### src/dbp_pkg.sv
// dbp_pkg: shared constants and payload types for the duplex byte pipe
// used by the front, queue, back and top modules; no dependencies of its own
`default_nettype none

package dbp_pkg;

  // ring size per direction; a power of two so ring positions wrap naturally
  localparam int RING_BYTES = 16 * 1024;
  localparam int PTR_W      = $clog2(RING_BYTES);
  localparam int CNT_W      = $clog2(RING_BYTES + 1);
  localparam int ADDR_W     = PTR_W + 1;
  localparam int STORE_BYTES = 2 * RING_BYTES;
  localparam int QUEUE_DEPTH = 4;

  localparam logic [CNT_W-1:0] RING_FULL = CNT_W'(RING_BYTES);

  // operation codes
  localparam logic [2:0] OP_OPEN  = 3'd0;
  localparam logic [2:0] OP_WRITE = 3'd1;
  localparam logic [2:0] OP_READ  = 3'd2;
  localparam logic [2:0] OP_PEEK  = 3'd3;
  localparam logic [2:0] OP_CLOSE = 3'd4;

  // status codes
  localparam logic [2:0] ST_OK            = 3'd0;
  localparam logic [2:0] ST_WOULD_BLOCK   = 3'd1;
  localparam logic [2:0] ST_BROKEN_PIPE   = 3'd2;
  localparam logic [2:0] ST_END_OF_STREAM = 3'd3;
  localparam logic [2:0] ST_NOT_CONNECTED = 3'd4;

  typedef struct packed {
    logic [2:0]  operation;
    logic        side;
    logic [7:0]  write_data;
    logic [13:0] peek_offset;
    logic        end_of_transfer;
  } cmd_t;

  typedef struct packed {
    logic [2:0]  status;
    logic [7:0]  read_data;
    logic        readable;
    logic        writable;
    logic [14:0] bytes_waiting;
    logic        transfer_done;
  } rsp_t;

  // work handed from the front part to the back part through the queue
  typedef struct packed {
    logic              do_write;
    logic              do_read;
    logic [ADDR_W-1:0] addr;
    logic [7:0]        wdata;
    rsp_t              rsp;
  } job_t;

endpackage

`default_nettype wire

### src/dbp_queue.sv
// dbp_queue: short job queue between the front and back parts
// register based; uses dbp_pkg for the job type and depth
`default_nettype none

module dbp_queue (
  input  wire logic          clk,
  input  wire logic          rst,
  input  wire dbp_pkg::job_t push_job,
  input  wire logic          push,
  output      logic          full,
  output      dbp_pkg::job_t head,
  output      logic          empty,
  input  wire logic          pop
);
  import dbp_pkg::*;

  localparam int IDX_W = $clog2(QUEUE_DEPTH);
  localparam int CNT_QW = $clog2(QUEUE_DEPTH + 1);

  job_t              slots [QUEUE_DEPTH];
  logic [IDX_W-1:0]  wr_idx;
  logic [IDX_W-1:0]  rd_idx;
  logic [CNT_QW-1:0] count;

  assign full  = (count == CNT_QW'(QUEUE_DEPTH));
  assign empty = (count == '0);
  assign head  = slots[rd_idx];

  always_ff @(posedge clk) begin
    if (push) begin
      slots[wr_idx] <= push_job;
    end
  end

  always_ff @(posedge clk) begin
    if (rst) begin
      wr_idx <= '0;
      rd_idx <= '0;
      count  <= '0;
    end else begin
      if (push) begin
        wr_idx <= (wr_idx == IDX_W'(QUEUE_DEPTH - 1)) ? '0 : wr_idx + 1'b1;
      end
      if (pop) begin
        rd_idx <= (rd_idx == IDX_W'(QUEUE_DEPTH - 1)) ? '0 : rd_idx + 1'b1;
      end
      unique case ({push, pop})
        2'b10:   count <= count + 1'b1;
        2'b01:   count <= count - 1'b1;
        default: count <= count;
      endcase
    end
  end

  a_no_overflow: assert property (@(posedge clk) disable iff (rst) !(push && full))
    else $error("push into full queue");

  a_no_underflow: assert property (@(posedge clk) disable iff (rst) !(pop && empty))
    else $error("pop from empty queue");

endmodule

`default_nettype wire

### config.mk
export PLATFORM = sky130hd
export DESIGN_NAME = dbp_queue
export DESIGN_NICKNAME = d
export VERILOG_FILES = /design/src/dbp_pkg.sv /design/src/dbp_queue.sv
export SDC_FILE = /design/constraint.sdc
export NUM_CORES = 1
export LEC_CHECK = 0
export BUFFER_PORTS_ARGS = -buffer_cell sky130_fd_sc_hd__buf_2
export CAP_MARGIN = 20
export CELL_PAD_IN_SITES_DETAIL_PLACEMENT = 0
export CELL_PAD_IN_SITES_GLOBAL_PLACEMENT = 2
export CORE_MARGIN = 2
export CORE_UTILIZATION = 45
export DETAILED_ROUTE_END_ITERATION = 16
export GPL_ROUTABILITY_DRIVEN = 0
export PLACE_DENSITY_LB_ADDON = 0.1
export SLEW_MARGIN = 20
export SYNTH_ARGS = -nofsm -noshare
export SYNTH_HDL_FRONTEND = slang
export SYNTH_SLANG_ARGS = --single-unit
### constraint.sdc
create_clock -name clk -period 4.2 [get_ports clk]
set_input_delay 0.21 -clock clk [delete_from_list [all_inputs] [get_ports clk]]
set_output_delay 0.21 -clock clk [all_outputs]
set_load 0.01 [all_outputs]
==> impl_metrics.sql <==
INSERT INTO impl_metrics (metric_group, metric, value, unit) VALUES
('logic_synthesis', 'netlist-cell-type-count', '21', ''),
('placement', 'hpwl', '8.77', 'mm'),
('logic_synthesis', 'synth_edf_count', '216', ''),
('logic_synthesis', 'yosysMostFrequentCell', 'sky130_fd_sc_hd__edfxtp_1', ''),
('floorplan', 'vertical_die_dimension', '140', 'µm'),
('sta', 'fin_skew', '19.4', 'ps'),
('sta', 'setup_viol', '0', ''),
('logic_synthesis', 'synth_top_area_share', '78.1', '%'),
('route', 'num_vias', '3918', ''),
('sta', 'hold_slack', '59.7', 'ps'),
('cts', 'ctsLongestPathBuffers', '3', ''),
('pwr', 'report.power.total', '4.83', 'mW'),
('logic_synthesis', 'synth_common_cells', 'sky130_fd_sc_hd__edfxtp_1, sky130_fd_sc_hd__mux4_2, sky130_fd_sc_hd__dfxtp_1, sky130_fd_sc_hd__inv_1, sky130_fd_sc_hd__nor2_1', ''),
('floorplan', 'initial_core_util', '46.1', '%'),
('floorplan', 'ioPinCount', '114', ''),
('logic_synthesis', 'synth_area', '8310', 'µm²'),
('pwr', 'power_report.internal_total', '3.84', 'mW'),
('logic_synthesis', 'asr_flop_ratio_synth', '0', '%'),
('global_route', 'pin_count_of_the_biggest_net_entering_global_routing', '37', ''),
('outcome', 'run_status', 'completed', ''),
('route', 'totalWireLength', '14.8', 'mm'),
('global_route', 'globalRouteTotalUtil', '15.5', '%'),
('pwr', 'leakagePower', '3.56', 'nW'),
('route', 'route.detailed.drc', '0', ''),
('global_route', 'number_of_antenna_violations_at_the_first_check_in_global_routing', '0', ''),
('cts', 'cts_buffers', '24', ''),
('route', 'detail-route-antenna-nets', '0', ''),
('logic_synthesis', 'yosys_warnings', '0', ''),
('sta', 'maxSlewViolCount', '0', ''),
('pwr', 'power.share.switching', '20.7', '%'),
('worst_setup_path', 'worstSetupStartpointType', 'register', ''),
('cts', 'clock_sink_count', '225', ''),
('cts', 'clockRootBuffer', 'sky130_fd_sc_hd__clkbuf_16', ''),
('global_route', 'vias_in_the_first_global_route', '4320', ''),
('cts', 'cts-resized-gates', '0', ''),
('cts', 'clkLatencyLatePin', '510', 'ps'),
('worst_setup_path', 'worstSetupPathType', 'reg2out', ''),
('pwr', 'netSwitchingPower', '0.999', 'mW'),
('sta', 'worst_slew_pin_slew', '1050', 'ps'),
('layout', 'share_of_layout_cells_above_drive_strength_1', '38.8', '%'),
('pwr', 'power.share.sequential', '53.6', '%'),
('pwr', 'comb_power_share', '8.8', '%'),
('pwr', 'ir_drop', '0.278', 'mV'),
('layout', 'nets', '585', ''),
('sta', 'fmaxAchievable', '0.381', 'GHz'),
('worst_setup_path', 'worst-endpoint-required', '3990', 'ps'),
('job', 'max-cap-violations', '0', ''),
('sta', 'period_needed', '2630', 'ps'),
('route', 'detail_route.wl_per_cell', '19.5', 'µm'),
('floorplan', 'die-width', '140', 'µm'),
('worst_setup_path', 'worstPathMaxFanout', '30', ''),
('logic_synthesis', 'mappedNetlistNets', '395', ''),
('logic_synthesis', 'synth_area_leader_cell', 'sky130_fd_sc_hd__edfxtp_1', ''),
('logic_synthesis', 'seq_area_frac_synth', '80.3', '%'),
('floorplan', 'placement_rows', '49', ''),
('layout', 'antenna_cells_inserted', '0', ''),
('cts', 'clkTransAtPathRegs', '50', 'ps'),
('pwr', 'p_per_area', '469', 'nW/µm²'),
('sta', 'timing.setup.tns', '0', 'ps'),
('sta', 'max-slew-margin-rel', '29.9', '%'),
('route', 'vias_per_cell', '5.16', ''),
('sta', 'hold_viol_final', '0', ''),
('hold_path', 'holdCritPathClass', 'in2reg', ''),
('logic_synthesis', 'ys.flop_type', 'sky130_fd_sc_hd__edfxtp_1', ''),
('logic_synthesis', 'netlist_instances', '330', ''),
('cts', 'tritoncts', 'done', ''),
('sta', 'final_clock_period_utilization_by_the_worst_path', '62.5', '%'),
('worst_setup_path', 'worstPathArrival', '2420', 'ps'),
('placement', 'io_buffers', '113', ''),
('cts', 'h_tree_lvl_count', '1', ''),
('sta', 'rsz_0062_raised_after_global_routing', 'no', '');
## logic make-up (layout without fill, tap and decap cells)
logic type / count (synthesis) / in the layout / synth area share (%)
xor gates and xnor gates: 2 / 2 / 0.211
muxes: 56 / 56 / 15.1
AOI/OAI and AO/OA: 5 / 5 / 0.301
and+or+nand+nor: 16 / 16 / 1.01
adders and majority gates: 7 / 7 / 1.14
buffers and inverters: 19 / 220 / 2.02
DFF: 225 / 225 / 80.3
## worst paths after layout
check,slack (ps),start,cells after the start,endpoint
setup / recovery,1570,register,3,head[42]
hold reg to reg,510,count[2],2,count[2]
setup reg to reg,2080,wr_idx[0],3,slots[3][31]
hold / removal,60,push,3,wr_idx[1]
## placed cells by master, fill, tap and decap left out
cell                            count
sky130_fd_sc_hd__mux4_2            50
sky130_fd_sc_hd__mux4_1             4
sky130_fd_sc_hd__clkbuf_1           3
sky130_fd_sc_hd__dlygate4sd3_1     55
sky130_fd_sc_hd__fa_1               1
sky130_fd_sc_hd__o21ai_0            1
sky130_fd_sc_hd__inv_1              7
sky130_fd_sc_hd__nor3b_1            2
sky130_fd_sc_hd__dfxtp_1            7
sky130_fd_sc_hd__buf_4              8
sky130_fd_sc_hd__and2_2             4
sky130_fd_sc_hd__clkbuf_16         25
sky130_fd_sc_hd__buf_2            113
sky130_fd_sc_hd__xor2_1             2
sky130_fd_sc_hd__and3_1             1
sky130_fd_sc_hd__or3_1              1
sky130_fd_sc_hd__dfxtp_4            1
sky130_fd_sc_hd__dfxtp_2            1
sky130_fd_sc_hd__edfxtp_1         216
sky130_fd_sc_hd__clkinv_2           3
sky130_fd_sc_hd__ha_1               6
sky130_fd_sc_hd__clkinvlp_4         1
sky130_fd_sc_hd__a21oi_1            4
sky130_fd_sc_hd__nor3_1             1
sky130_fd_sc_hd__nor2_1             7
sky130_fd_sc_hd__clkinv_1           5
sky130_fd_sc_hd__mux2i_1            2
## power by group through the flow
stage	sequential (mW)	combinational (mW)	clock, mW
detailed placement	2.64	0.395	0
global placement	2.64	0.391	0
CTS	2.59	0.438	1.87
floorplan	2.62	0.250	0
global route	2.60	0.463	1.96
finish	2.59	0.425	1.82
## metrics by stage
step / worst slack (ps) / utilization [%] / instance area [µm²] / std cells
floorplan: 1950 / - / 8310 / 330
detailed placement: 2010 / 50.4 / 9090 / 668
finish: 1570 / 57.2 / 10300 / 760
CTS: 1510 / 57.2 / 10300 / 760
global placement: 2030 / 50.4 / 9090 / 668
global route: 1440 / 57.2 / 10300 / 760
## worst max-delay path, cell delays in order, from the launching register on
cell	delay [ps]
sky130_fd_sc_hd__dfxtp_2	810
sky130_fd_sc_hd__buf_4	530
sky130_fd_sc_hd__mux4_1	410
sky130_fd_sc_hd__buf_2	170
## registers in the layout, indices dropped and copies added, names as in the netlist, named ones only
signal	count
slots	216
count	3
rd_idx	2
wr_idx	2
## layout make-up
type	count	area (µm²)
well taps	229	287
clock inverters	9	41.3
repair buffers	176	1180
flip-flops and latches	225	6670
clock buffers	28	637
fillers	1390	7710
inverters	7	26.3
multi-input cells	86	1480
## layer usage
| metal | track usage [%] | vias to the layer above | part of all wire [%] |
|---|---|---|---|
| met4 | 4.21 | 0 | 1.5 |
| met3 | 3.03 | 19 | 4.7 |
| met2 | 26.6 | 91 | 52 |
| li1 | - | 1774 | - |
| met1 | 20.4 | 2034 | 42 |
| met5 | 0 | - | 0 |
## timing repair
| item | CTS | global route |
|---|---|---|
| hold buffers | 55 | 0 |
| buffers inserted | 0 | 0 |
| endpoints found under the hold margin | 223 | 0 |
No activity file was read; power rests on OpenSTA's default activity.
